File: config.mk
export PLATFORM = sky130hd
export DESIGN_NAME = fixed_buffer_pool_allocator_top
export DESIGN_NICKNAME = d
export VERILOG_FILES = /design/src/hw/rtl/fbpa_pkg.sv /design/src/hw/rtl/fixed_buffer_pool_allocator_top.sv /design/src/hw/rtl/fbpa_ram.sv /design/src/hw/rtl/fbpa_div.sv /design/src/hw/rtl/fbpa_datapath.sv /design/src/hw/rtl/fbpa_ctrl.sv
export SDC_FILE = /design/constraint.sdc
export NUM_CORES = 2
export LEC_CHECK = 0
export BUFFER_PORTS_ARGS = -buffer_cell sky130_fd_sc_hd__buf_4
export CAP_MARGIN = 25
export CORE_ASPECT_RATIO = 1.5
export CORE_UTILIZATION = 35
export CTS_CLUSTER_DIAMETER = 50
export DETAILED_ROUTE_END_ITERATION = 6
export HOLD_SLACK_MARGIN = 0.02
export SYNTH_ARGS = -nofsm -noshare
export SYNTH_HDL_FRONTEND = slang
export SYNTH_SLANG_ARGS = --single-unit
File: constraint.sdc
create_clock -name clk -period 6.1 [get_ports clk]
set_input_delay 0.61 -clock clk [delete_from_list [all_inputs] [get_ports clk]]
set_output_delay 0.61 -clock clk [all_outputs]
set_load 0.05 [all_outputs]
File: src/hw/rtl/fbpa_pkg.sv
package fbpa_pkg;

	localparam int ADDR_W = 32;
	localparam int EB_W   = 17;
	localparam int SIZE_W = 18;
	localparam int CNT9_W = 9;
	localparam int OUT_W  = 48;

	localparam logic OP_ALLOC = 1'b0;
	localparam logic OP_FREE  = 1'b1;

	localparam logic CFG_BASE = 1'b0;
	localparam logic CFG_ELEM = 1'b1;

	typedef enum logic [2:0] {
		ST_OK       = 3'd0,
		ST_EMPTY    = 3'd1,
		ST_NULL     = 3'd2,
		ST_OUTSIDE  = 3'd3,
		ST_MISALIGN = 3'd4,
		ST_FREED    = 3'd5
	} status_t;

	typedef struct packed {
		logic    load;
		logic    div_start;
		logic    alloc_commit;
		logic    free_commit;
		logic    set_res;
		status_t code;
		logic    emit;
	} dp_cmd_t;

	typedef struct packed {
		logic op;
		logic empty;
		logic null_addr;
		logic outside;
		logic div_done;
		logic misalign;
		logic taken;
		logic out_free;
	} dp_sts_t;

	// zero is taken as one, then rounded up to a multiple of eight
	function automatic logic [SIZE_W-1:0] pad_size(input logic [EB_W-1:0] eb);
		logic [SIZE_W-1:0] s;
		logic [SIZE_W-1:0] t;
		s = (eb == '0) ? SIZE_W'(1) : SIZE_W'(eb);
		t = s + SIZE_W'(7);
		return {t[SIZE_W-1:3], 3'b000};
	endfunction

endpackage

File: src/hw/rtl/fixed_buffer_pool_allocator_top.sv
// channel   dir  handshake            payload
// s_        in   s_tvalid/s_tready    s_tdata: address; s_tuser: op
// m_        out  m_tvalid/m_tready    m_tdata: status, buffer_address, free_buffers
// cfg_      in   cfg_valid/cfg_ready  cfg_index: register, cfg_data: value
//
// an allocate goes through S_CHECK, S_ALLOC_RD and S_DONE; the link memory read is registered,
// and the index multiply is registered ahead of it
// a free runs the 32-step serial divider for the offset
// one request at a time; the next is taken once the result sits in the output register
// reset is ready at once: untouched entries are covered by a fill mark, no clearing pass
// a stalled result holds the controller in its final state
module fixed_buffer_pool_allocator_top
	import fbpa_pkg::*;
#(
	parameter int POOL_DEPTH = 256
) (
	input  logic              clk,
	input  logic              arst_n,
	input  logic              s_tvalid,
	output logic              s_tready,
	input  logic [ADDR_W-1:0] s_tdata,   // [31:0] address
	input  logic [0:0]        s_tuser,   // [0] op
	output logic              m_tvalid,
	input  logic              m_tready,
	output logic [OUT_W-1:0]  m_tdata,   // [2:0] status, [34:3] buffer_address,
	                                     // [43:35] free_buffers, [47:44] zero
	input  logic              cfg_valid,
	output logic              cfg_ready,
	input  logic              cfg_index,
	input  logic [ADDR_W-1:0] cfg_data
);

	dp_cmd_t cmd;
	dp_sts_t sts;

	assign cfg_ready = 1'b1;

	fbpa_ctrl u_ctrl (
		.clk      (clk),
		.arst_n   (arst_n),
		.s_tvalid (s_tvalid),
		.s_tready (s_tready),
		.sts      (sts),
		.cmd      (cmd)
	);

	fbpa_datapath #(
		.POOL_DEPTH (POOL_DEPTH)
	) u_datapath (
		.clk         (clk),
		.arst_n      (arst_n),
		.cfg_valid   (cfg_valid),
		.cfg_index   (cfg_index),
		.cfg_data    (cfg_data),
		.req_op      (s_tuser[0]),
		.req_address (s_tdata),
		.cmd         (cmd),
		.sts         (sts),
		.m_tvalid    (m_tvalid),
		.m_tready    (m_tready),
		.m_tdata     (m_tdata)
	);

endmodule

File: src/hw/rtl/fbpa_ram.sv
module fbpa_ram #(
	parameter int WIDTH = 8,
	parameter int DEPTH = 256
) (
	input  logic                                  clk,
	input  logic                                  we,
	input  logic [(DEPTH > 1 ? $clog2(DEPTH) : 1)-1:0] addr,
	input  logic [WIDTH-1:0]                      wdata,
	output logic [WIDTH-1:0]                      rdata
);

	logic [WIDTH-1:0] mem_q [DEPTH];
	logic [WIDTH-1:0] rdata_q;

	always_ff @(posedge clk) begin
		if (we) begin
			mem_q[addr] <= wdata;
		end
		rdata_q <= mem_q[addr];
	end

	assign rdata = rdata_q;

endmodule

File: src/hw/rtl/fbpa_div.sv
module fbpa_div
	import fbpa_pkg::*;
(
	input  logic              clk,
	input  logic              arst_n,
	input  logic              start,
	input  logic [ADDR_W-1:0] dividend,
	input  logic [SIZE_W-1:0] divisor,
	output logic              done,
	output logic [ADDR_W-1:0] quotient,
	output logic [SIZE_W-1:0] remainder
);

	localparam int STEP_W = $clog2(ADDR_W + 1);

	logic              busy_q;
	logic              done_q;
	logic [STEP_W-1:0] step_q;
	logic [SIZE_W-1:0] rem_q;
	logic [ADDR_W-1:0] quo_q;
	logic [SIZE_W-1:0] dvs_q;
	logic [SIZE_W:0]   trial;
	logic [SIZE_W:0]   diff;
	logic              ge;

	// restoring division, one quotient bit a cycle
	always_comb begin
		trial = {rem_q, quo_q[ADDR_W-1]};
		ge    = (trial >= {1'b0, dvs_q});
		diff  = trial - {1'b0, dvs_q};
	end

	always_ff @(posedge clk or negedge arst_n) begin
		if (!arst_n) begin
			busy_q <= 1'b0;
			done_q <= 1'b0;
			step_q <= '0;
		end else if (start) begin
			busy_q <= 1'b1;
			done_q <= 1'b0;
			step_q <= '0;
		end else if (busy_q) begin
			step_q <= step_q + STEP_W'(1);
			if (step_q == STEP_W'(ADDR_W - 1)) begin
				busy_q <= 1'b0;
				done_q <= 1'b1;
			end
		end
	end

	always_ff @(posedge clk) begin
		if (start) begin
			rem_q <= '0;
			quo_q <= dividend;
			dvs_q <= divisor;
		end else if (busy_q) begin
			rem_q <= ge ? diff[SIZE_W-1:0] : trial[SIZE_W-1:0];
			quo_q <= {quo_q[ADDR_W-2:0], ge};
		end
	end

	assign done      = done_q;
	assign quotient  = quo_q;
	assign remainder = rem_q;

endmodule

File: src/hw/rtl/fbpa_datapath.sv
module fbpa_datapath
	import fbpa_pkg::*;
#(
	parameter int POOL_DEPTH = 256
) (
	input  logic              clk,
	input  logic              arst_n,
	input  logic              cfg_valid,
	input  logic              cfg_index,
	input  logic [ADDR_W-1:0] cfg_data,
	input  logic              req_op,
	input  logic [ADDR_W-1:0] req_address,
	input  dp_cmd_t           cmd,
	output dp_sts_t           sts,
	output logic              m_tvalid,
	input  logic              m_tready,
	output logic [OUT_W-1:0]  m_tdata
);

	localparam int IDX_W  = (POOL_DEPTH > 1) ? $clog2(POOL_DEPTH) : 1;
	localparam int CNT_W  = $clog2(POOL_DEPTH + 1);
	localparam int PROD_W = SIZE_W + IDX_W;
	localparam int EXT_W  = (PROD_W > ADDR_W) ? PROD_W : ADDR_W;
	localparam int CE_W   = (CNT_W > CNT9_W) ? CNT_W : CNT9_W;

	logic [ADDR_W-1:0] base_q;
	logic [SIZE_W-1:0] size_q;
	logic              op_q;
	logic [ADDR_W-1:0] addr_q;
	logic [IDX_W-1:0]  head_q;
	logic [CNT_W-1:0]  count_q;
	logic [CNT_W-1:0]  fresh_q;
	logic [ADDR_W-1:0] offset_q;
	logic [PROD_W-1:0] span_q;
	logic [PROD_W-1:0] prod_q;
	status_t           res_status_q;
	logic [ADDR_W-1:0] res_addr_q;
	logic              out_valid_q;
	logic [OUT_W-1:0]  out_q;

	logic              div_done;
	logic [ADDR_W-1:0] quotient;
	logic [SIZE_W-1:0] remainder;
	logic [IDX_W-1:0]  quot_idx;

	logic              ram_we;
	logic [IDX_W-1:0]  ram_addr;
	logic [IDX_W:0]    ram_wdata;
	logic [IDX_W:0]    ram_rdata;

	logic              fresh_pop;
	logic [IDX_W-1:0]  next_head;
	logic [EXT_W-1:0]  sum_ext;
	logic [CE_W-1:0]   count_ext;

	always_ff @(posedge clk or negedge arst_n) begin
		if (!arst_n) begin
			base_q <= '0;
			size_q <= SIZE_W'(8);
		end else if (cfg_valid) begin
			if (cfg_index == CFG_BASE) begin
				base_q <= cfg_data;
			end else begin
				size_q <= pad_size(cfg_data[EB_W-1:0]);
			end
		end
	end

	always_ff @(posedge clk) begin
		if (cmd.load) begin
			op_q   <= req_op;
			addr_q <= req_address;
		end
		offset_q <= addr_q - base_q;
		span_q   <= PROD_W'(size_q) * PROD_W'(POOL_DEPTH - 1);
		prod_q   <= PROD_W'(head_q) * PROD_W'(size_q);
	end

	fbpa_div u_div (
		.clk       (clk),
		.arst_n    (arst_n),
		.start     (cmd.div_start),
		.dividend  (offset_q),
		.divisor   (size_q),
		.done      (div_done),
		.quotient  (quotient),
		.remainder (remainder)
	);

	assign quot_idx = quotient[IDX_W-1:0];

	// entry word: allocated bit over the free-list link
	// entries at or above the fresh mark were never handed out
	always_comb begin
		fresh_pop = (CNT_W'(head_q) == fresh_q);
		next_head = fresh_pop ? IDX_W'(CNT_W'(head_q) + CNT_W'(1)) : ram_rdata[IDX_W-1:0];
		ram_addr  = (op_q == OP_FREE) ? quot_idx : head_q;
		ram_we    = cmd.alloc_commit | cmd.free_commit;
		ram_wdata = cmd.free_commit ? {1'b0, head_q} : {1'b1, ram_rdata[IDX_W-1:0]};
		sum_ext   = EXT_W'(base_q) + EXT_W'(prod_q);
		count_ext = CE_W'(count_q);
	end

	fbpa_ram #(
		.WIDTH (IDX_W + 1),
		.DEPTH (POOL_DEPTH)
	) u_ram (
		.clk   (clk),
		.we    (ram_we),
		.addr  (ram_addr),
		.wdata (ram_wdata),
		.rdata (ram_rdata)
	);

	always_ff @(posedge clk or negedge arst_n) begin
		if (!arst_n) begin
			head_q  <= '0;
			count_q <= CNT_W'(POOL_DEPTH);
			fresh_q <= '0;
		end else if (cmd.alloc_commit) begin
			head_q  <= next_head;
			count_q <= count_q - CNT_W'(1);
			if (fresh_pop) begin
				fresh_q <= fresh_q + CNT_W'(1);
			end
		end else if (cmd.free_commit) begin
			head_q  <= quot_idx;
			count_q <= count_q + CNT_W'(1);
		end
	end

	always_ff @(posedge clk) begin
		if (cmd.set_res) begin
			res_status_q <= cmd.code;
			res_addr_q   <= cmd.alloc_commit ? sum_ext[ADDR_W-1:0] : '0;
		end
		if (cmd.emit) begin
			out_q <= {{(OUT_W - CNT9_W - ADDR_W - 3){1'b0}}, count_ext[CNT9_W-1:0],
				res_addr_q, res_status_q};
		end
	end

	always_ff @(posedge clk or negedge arst_n) begin
		if (!arst_n) begin
			out_valid_q <= 1'b0;
		end else if (cmd.emit) begin
			out_valid_q <= 1'b1;
		end else if (m_tready) begin
			out_valid_q <= 1'b0;
		end
	end

	always_comb begin
		sts.op        = op_q;
		sts.empty     = (count_q == '0);
		sts.null_addr = (addr_q == '0);
		sts.outside   = (EXT_W'(offset_q) > EXT_W'(span_q));
		sts.div_done  = div_done;
		sts.misalign  = (remainder != '0);
		sts.taken     = (CNT_W'(quot_idx) < fresh_q) && ram_rdata[IDX_W];
		sts.out_free  = !out_valid_q || m_tready;
	end

	assign m_tvalid = out_valid_q;
	assign m_tdata  = out_q;

endmodule

File: src/hw/rtl/fbpa_ctrl.sv
module fbpa_ctrl
	import fbpa_pkg::*;
(
	input  logic    clk,
	input  logic    arst_n,
	input  logic    s_tvalid,
	output logic    s_tready,
	input  dp_sts_t sts,
	output dp_cmd_t cmd
);

	typedef enum logic [7:0] {
		S_IDLE     = 8'b0000_0001,
		S_CHECK    = 8'b0000_0010,
		S_ALLOC_RD = 8'b0000_0100,
		S_FREE_CHK = 8'b0000_1000,
		S_DIV      = 8'b0001_0000,
		S_FREE_RD  = 8'b0010_0000,
		S_FREE_WR  = 8'b0100_0000,
		S_DONE     = 8'b1000_0000
	} state_t;

	state_t state_q;
	state_t state_d;

	always_comb begin
		state_d  = state_q;
		cmd      = '0;
		cmd.code = ST_OK;
		s_tready = 1'b0;
		unique case (state_q)
			S_IDLE: begin
				s_tready = 1'b1;
				if (s_tvalid) begin
					cmd.load = 1'b1;
					state_d  = S_CHECK;
				end
			end
			S_CHECK: begin
				if (sts.op == OP_ALLOC) begin
					if (sts.empty) begin
						cmd.set_res = 1'b1;
						cmd.code    = ST_EMPTY;
						state_d     = S_DONE;
					end else begin
						state_d = S_ALLOC_RD;
					end
				end else if (sts.null_addr) begin
					cmd.set_res = 1'b1;
					cmd.code    = ST_NULL;
					state_d     = S_DONE;
				end else begin
					state_d = S_FREE_CHK;
				end
			end
			S_ALLOC_RD: begin
				cmd.alloc_commit = 1'b1;
				cmd.set_res      = 1'b1;
				cmd.code         = ST_OK;
				state_d          = S_DONE;
			end
			S_FREE_CHK: begin
				if (sts.outside) begin
					cmd.set_res = 1'b1;
					cmd.code    = ST_OUTSIDE;
					state_d     = S_DONE;
				end else begin
					cmd.div_start = 1'b1;
					state_d       = S_DIV;
				end
			end
			S_DIV: begin
				if (sts.div_done) begin
					state_d = S_FREE_RD;
				end
			end
			S_FREE_RD: begin
				// entry read is issued here, data arrives next cycle
				if (sts.misalign) begin
					cmd.set_res = 1'b1;
					cmd.code    = ST_MISALIGN;
					state_d     = S_DONE;
				end else begin
					state_d = S_FREE_WR;
				end
			end
			S_FREE_WR: begin
				cmd.set_res = 1'b1;
				if (sts.taken) begin
					cmd.free_commit = 1'b1;
					cmd.code        = ST_OK;
				end else begin
					cmd.code = ST_FREED;
				end
				state_d = S_DONE;
			end
			S_DONE: begin
				if (sts.out_free) begin
					cmd.emit = 1'b1;
					state_d  = S_IDLE;
				end
			end
			default: begin
				state_d = S_IDLE;
			end
		endcase
	end

	always_ff @(posedge clk or negedge arst_n) begin
		if (!arst_n) begin
			state_q <= S_IDLE;
		end else begin
			state_q <= state_d;
		end
	end

endmodule
==> reports/qor.csv <==
stage;metric;value;unit
synthesis;post-synth top area share;65.87;%
clock_tree;Clock Latency Late Sink;0.91;ns
timing;Setup WS post-layout;0.7062;ns
clock_tree;clk slew on worst S/H paths;0.07;ns
routing;total number of vias;65470;
timing;Layout Skew;0.08774;ns
final_layout;share of post-route cells with drive strength above 1;17.88;%
setup_path;Setup Crit Path Kind;reg -> reg;
routing;drt wl/cell;28.64;um
setup_path;CP Launch Type;register;
placement;pre-CTS setup slack;0.7246;ns
timing;final worst path period need;5.394;ns
min_path;hold crit path type;in -> reg;
power;Leakage;44.73;nW
synthesis;Mapped Area;112300;um2
setup_path;worst path cell trace;and2_1 > fa_1 > fa_1 > fa_1 > inv_1 > fa_1 > inv_1 > ha_1 > a21oi_1 > o21ai_0 > or3_1 > o211a_1 > o21a_1 > o21a_1 > o41a_1 > xor2_1;
final_layout;fin area;129300;um2
routing;DRC viols;68;
floorplanning;Die H;695.7;um
timing;final hold violation count;0;
placement;port bufs;116;
timing;max-slew violations;0;
setup_path;Crit Path Max Fanout;16;
synthesis;fraction of registers with async set/reset;3.386;%
timing;slew margin rel.;18.15;%
power;Total Power;0.04804;W
setup_path;CP endpoint kind;register;
final_layout;Layout Nets;7955;
synthesis;Post-synth EDFFs;2463;
timing;Least-Margin Pin Slew;1.228;ns
routing;First-pass DRT Iterations;7;
timing;Final setup viols;0;
clock_tree;CTS tree;yes;
synthesis;Avg Synthesized Cell Area;15.90;um2
synthesis;Synth cell types;81;
setup_path;Critical Path Most Common Cell;fa_1;
global_route;all-layer global routing usage;20.87;%
setup_path;CP top delay family;adder cells;
floorplanning;Rows;254;
setup_path;CP required;6.82;ns
timing;Final Cycle Share;88.42;%
floorplanning;Initial Util;35.19;%
power;PwrDens;371.5;nW/um2
clock_tree;Max Root-Sink Buffers;4;
routing;Routed Antenna Nets;0;
synthesis;synthesized instance count;7063;
routing;Initial DRC Count;7102;
clock_tree;CTS Buf Count;245;
floorplanning;die width;464.4;um
power;VDD IR max;0.3254;mV
final_layout;Final Non-Filler Cells;11974;
clock_tree;H-tree depth reported by CTS;4;
global_route;initial antenna violation count;10;
global_route;first-pass GRT wire length;485900;um
clock_tree;# Post-CTS Setup Buffers;0;
final_layout;fill count;28790;
placement;routability cong.;0.9900;
synthesis;Synth area leaders;edfxtp_1, mux4_2, nand2_1;
synthesis;#FFs+latches synth;2658;
outcome;failing checks;design-rule violations;
placement;placed cell area;120400;um2
outcome;status;finished, violations left;
placement;Placed Instances;11434;
routing;Post-Route WL;342900;um
run;max_cap viols;0;
floorplanning;Ports;122;
setup_path;max incr delay on CP;0.75;ns
global_route;total congestion overflow;0;
synthesis;Yosys warning count;0;
setup_path;CP bufs+invs;2;
setup_path;CP arrival;6.11;ns
global_route;vias in the first global route;66321;
synthesis;Yosys top cell by area;edfxtp_1;
synthesis;sequential share of the synthesized area;69.76;%
setup_path;CP max-delay cell;dfrtp_1;
synthesis;ys flop type;edfxtp_1;
clock_tree;CTS root buffer;clkbuf_16;
global_route;largest net degree at the start of global routing;154;
floorplanning;core area;319100;um2
timing;setup tns final;0;ns
clock_tree;CTS sink count;2658;
placement;Post-DP HPWL;232500;um
floorplanning;die footprint;323100;um2
clock_tree;hold_buf cts;64;
timing;unrepaired setup endpoints after global routing;no;
routing;vias per cell;5.468;
clock_tree;post_cts resized;0;
final_layout;area grow syn2layout;15.16;%
timing;f_max;0.1854;GHz
worst register-to-register path: cells and delay by family (launching register included):
| family | cells | cell delay [ns] |
|---|---|---|
| fa+ha+maj | 5 | 2.28 |
| compound gates | 6 | 1.33 |
| flops | 1 | 0.75 |
| simple gates | 2 | 0.61 |
| xor+xnor | 1 | 0.15 |
| buf+inv | 2 | 0.10 |
path summary, 6_finish.rpt:
| check | startpoint | endpoint | slack [ns] | cells after the start |
|---|---|---|---|---|
| worst max-delay path | u_datapath.head_q[3] | u_datapath.prod_q[24] | 0.71 | 16 |
| worst min-delay path | cfg_data[9] | u_datapath.base_q[9] | 0.11 | 3 |
| worst max register to register | u_datapath.head_q[3] | u_datapath.prod_q[24] | 0.71 | 16 |
| worst min register to register | u_datapath.res_addr_q[27] | u_datapath.m_tdata[30] | 0.37 | 0 |
| max in group asynchronous | arst_n | u_datapath.size_q[13] | 4.54 | 3 |
| min in group asynchronous | arst_n | u_datapath.u_div.busy_q | 0.26 | 2 |
layer usage:
layer	routed length [um]	share of wire, %	global-route usage [%]	up-vias
li1	-	-	-	27896
met1	115500	34	22.42	33771
met2	172800	50	36.23	2898
met3	21360	6.2	3.132	899
met4	33160	9.7	17.35	6
met5	123	0.036	0.2250	-
layout make-up:
cell class,instances,area (um2),share of cell area [%]
tap,4224,5285,4.088
inverter,263,994.7,0.7693
clock buffer,286,6336,4.900
antenna,8,20.02,0.01548
timing repair buffer,573,4964,3.839
sequential,2658,78320,60.57
clock inverter,161,1730,1.338
multi-input combinational,3801,31650,24.48
where the power goes:
part           internal [W]  leakage (nW)  switching, W
clock network       0.00875          3.93       0.00692
registers            0.0218          25.0      0.000392
logic               0.00348          15.8       0.00670
through the flow:
stage / hold WS, ns / utilization [%]
floorplan: 0.3144 / -
global placement: 0.4025 / 37.68
detailed placement: 0.4045 / 37.73
CTS: 0.03777 / 40.46
global route: 0.1057 / 40.52
finish: 0.1076 / 40.52
synthesized netlist by cell type, drive strengths merged, types with 6 or more instances:
library cell  count
a21boi            7
a21o             54
o21bai           12
mux2i            92
and2             99
nor4             28
fa              147
a31oi           108
a221oi           14
a222oi           11
o2111ai           7
o21ai           122
or3              11
a41oi            17
ha              195
a32oi            29
inv             262
a22oi            69
buf             165
o31a              6
mux4            401
a311oi           11
o211a             6
dfrtp            87
o211ai           20
nand4           124
nand2b           21
xor2             48
o22ai             7
nand3           295
dfxtp           105
nor2            434
a211oi           20
and3             28
nand2           893
edfxtp         2463
nor2b            29
a21oi           114
nor3             42
o21a             21
clkbuf          179
a22o             23
xnor2            89
mux2             66
cells by family after synthesis:
logic type      Yosys count  share of synthesized area [%]
simple gates           2039                          8.084
other cells               2                       0.006689
buf+inv                 607                          2.379
compound gates          719                          4.382
xor+xnor                137                          1.069
fa+ha+maj               342                          4.794
flops                  2658                          69.76
mux                     559                          9.529
flip-flops by register name, indices dropped and copies added, names as in the netlist, 3 cells and up:
signal,count
u_datapath.u_ram.mem_q,2304
u_datapath.u_div.remainder,18
u_datapath.offset_q,32
u_datapath.m_tdata,44
u_datapath.addr_q,32
u_datapath.u_div.step_q,6
u_datapath.count_ext,9
u_datapath.u_div.quotient,32
u_datapath.prod_q,23
u_datapath.u_div.dvs_q,15
u_datapath.u_ram.rdata,9
u_ctrl.state_q,8
u_datapath.head_q,8
u_datapath.base_q,32
u_datapath.res_addr_q,32
u_datapath.fresh_q,9
u_datapath.res_status_q,3
u_datapath.span_q,23
u_datapath.size_q,15
placed cells by master (no fill, tap or decap), drive strengths merged, types with 87 or more instances in the layout:
master     n
clkinv   109
nor2     434
nand2    893
inv      273
ha       195
nand3    295
dfxtp    105
and2      99
mux4     401
o21ai    122
fa       147
buf      507
a31oi    108
mux2i     92
dfrtp     87
xnor2     89
nand4    124
edfxtp  2463
clkbuf   288
a21oi    114
Power figures use the tool's default switching activity.
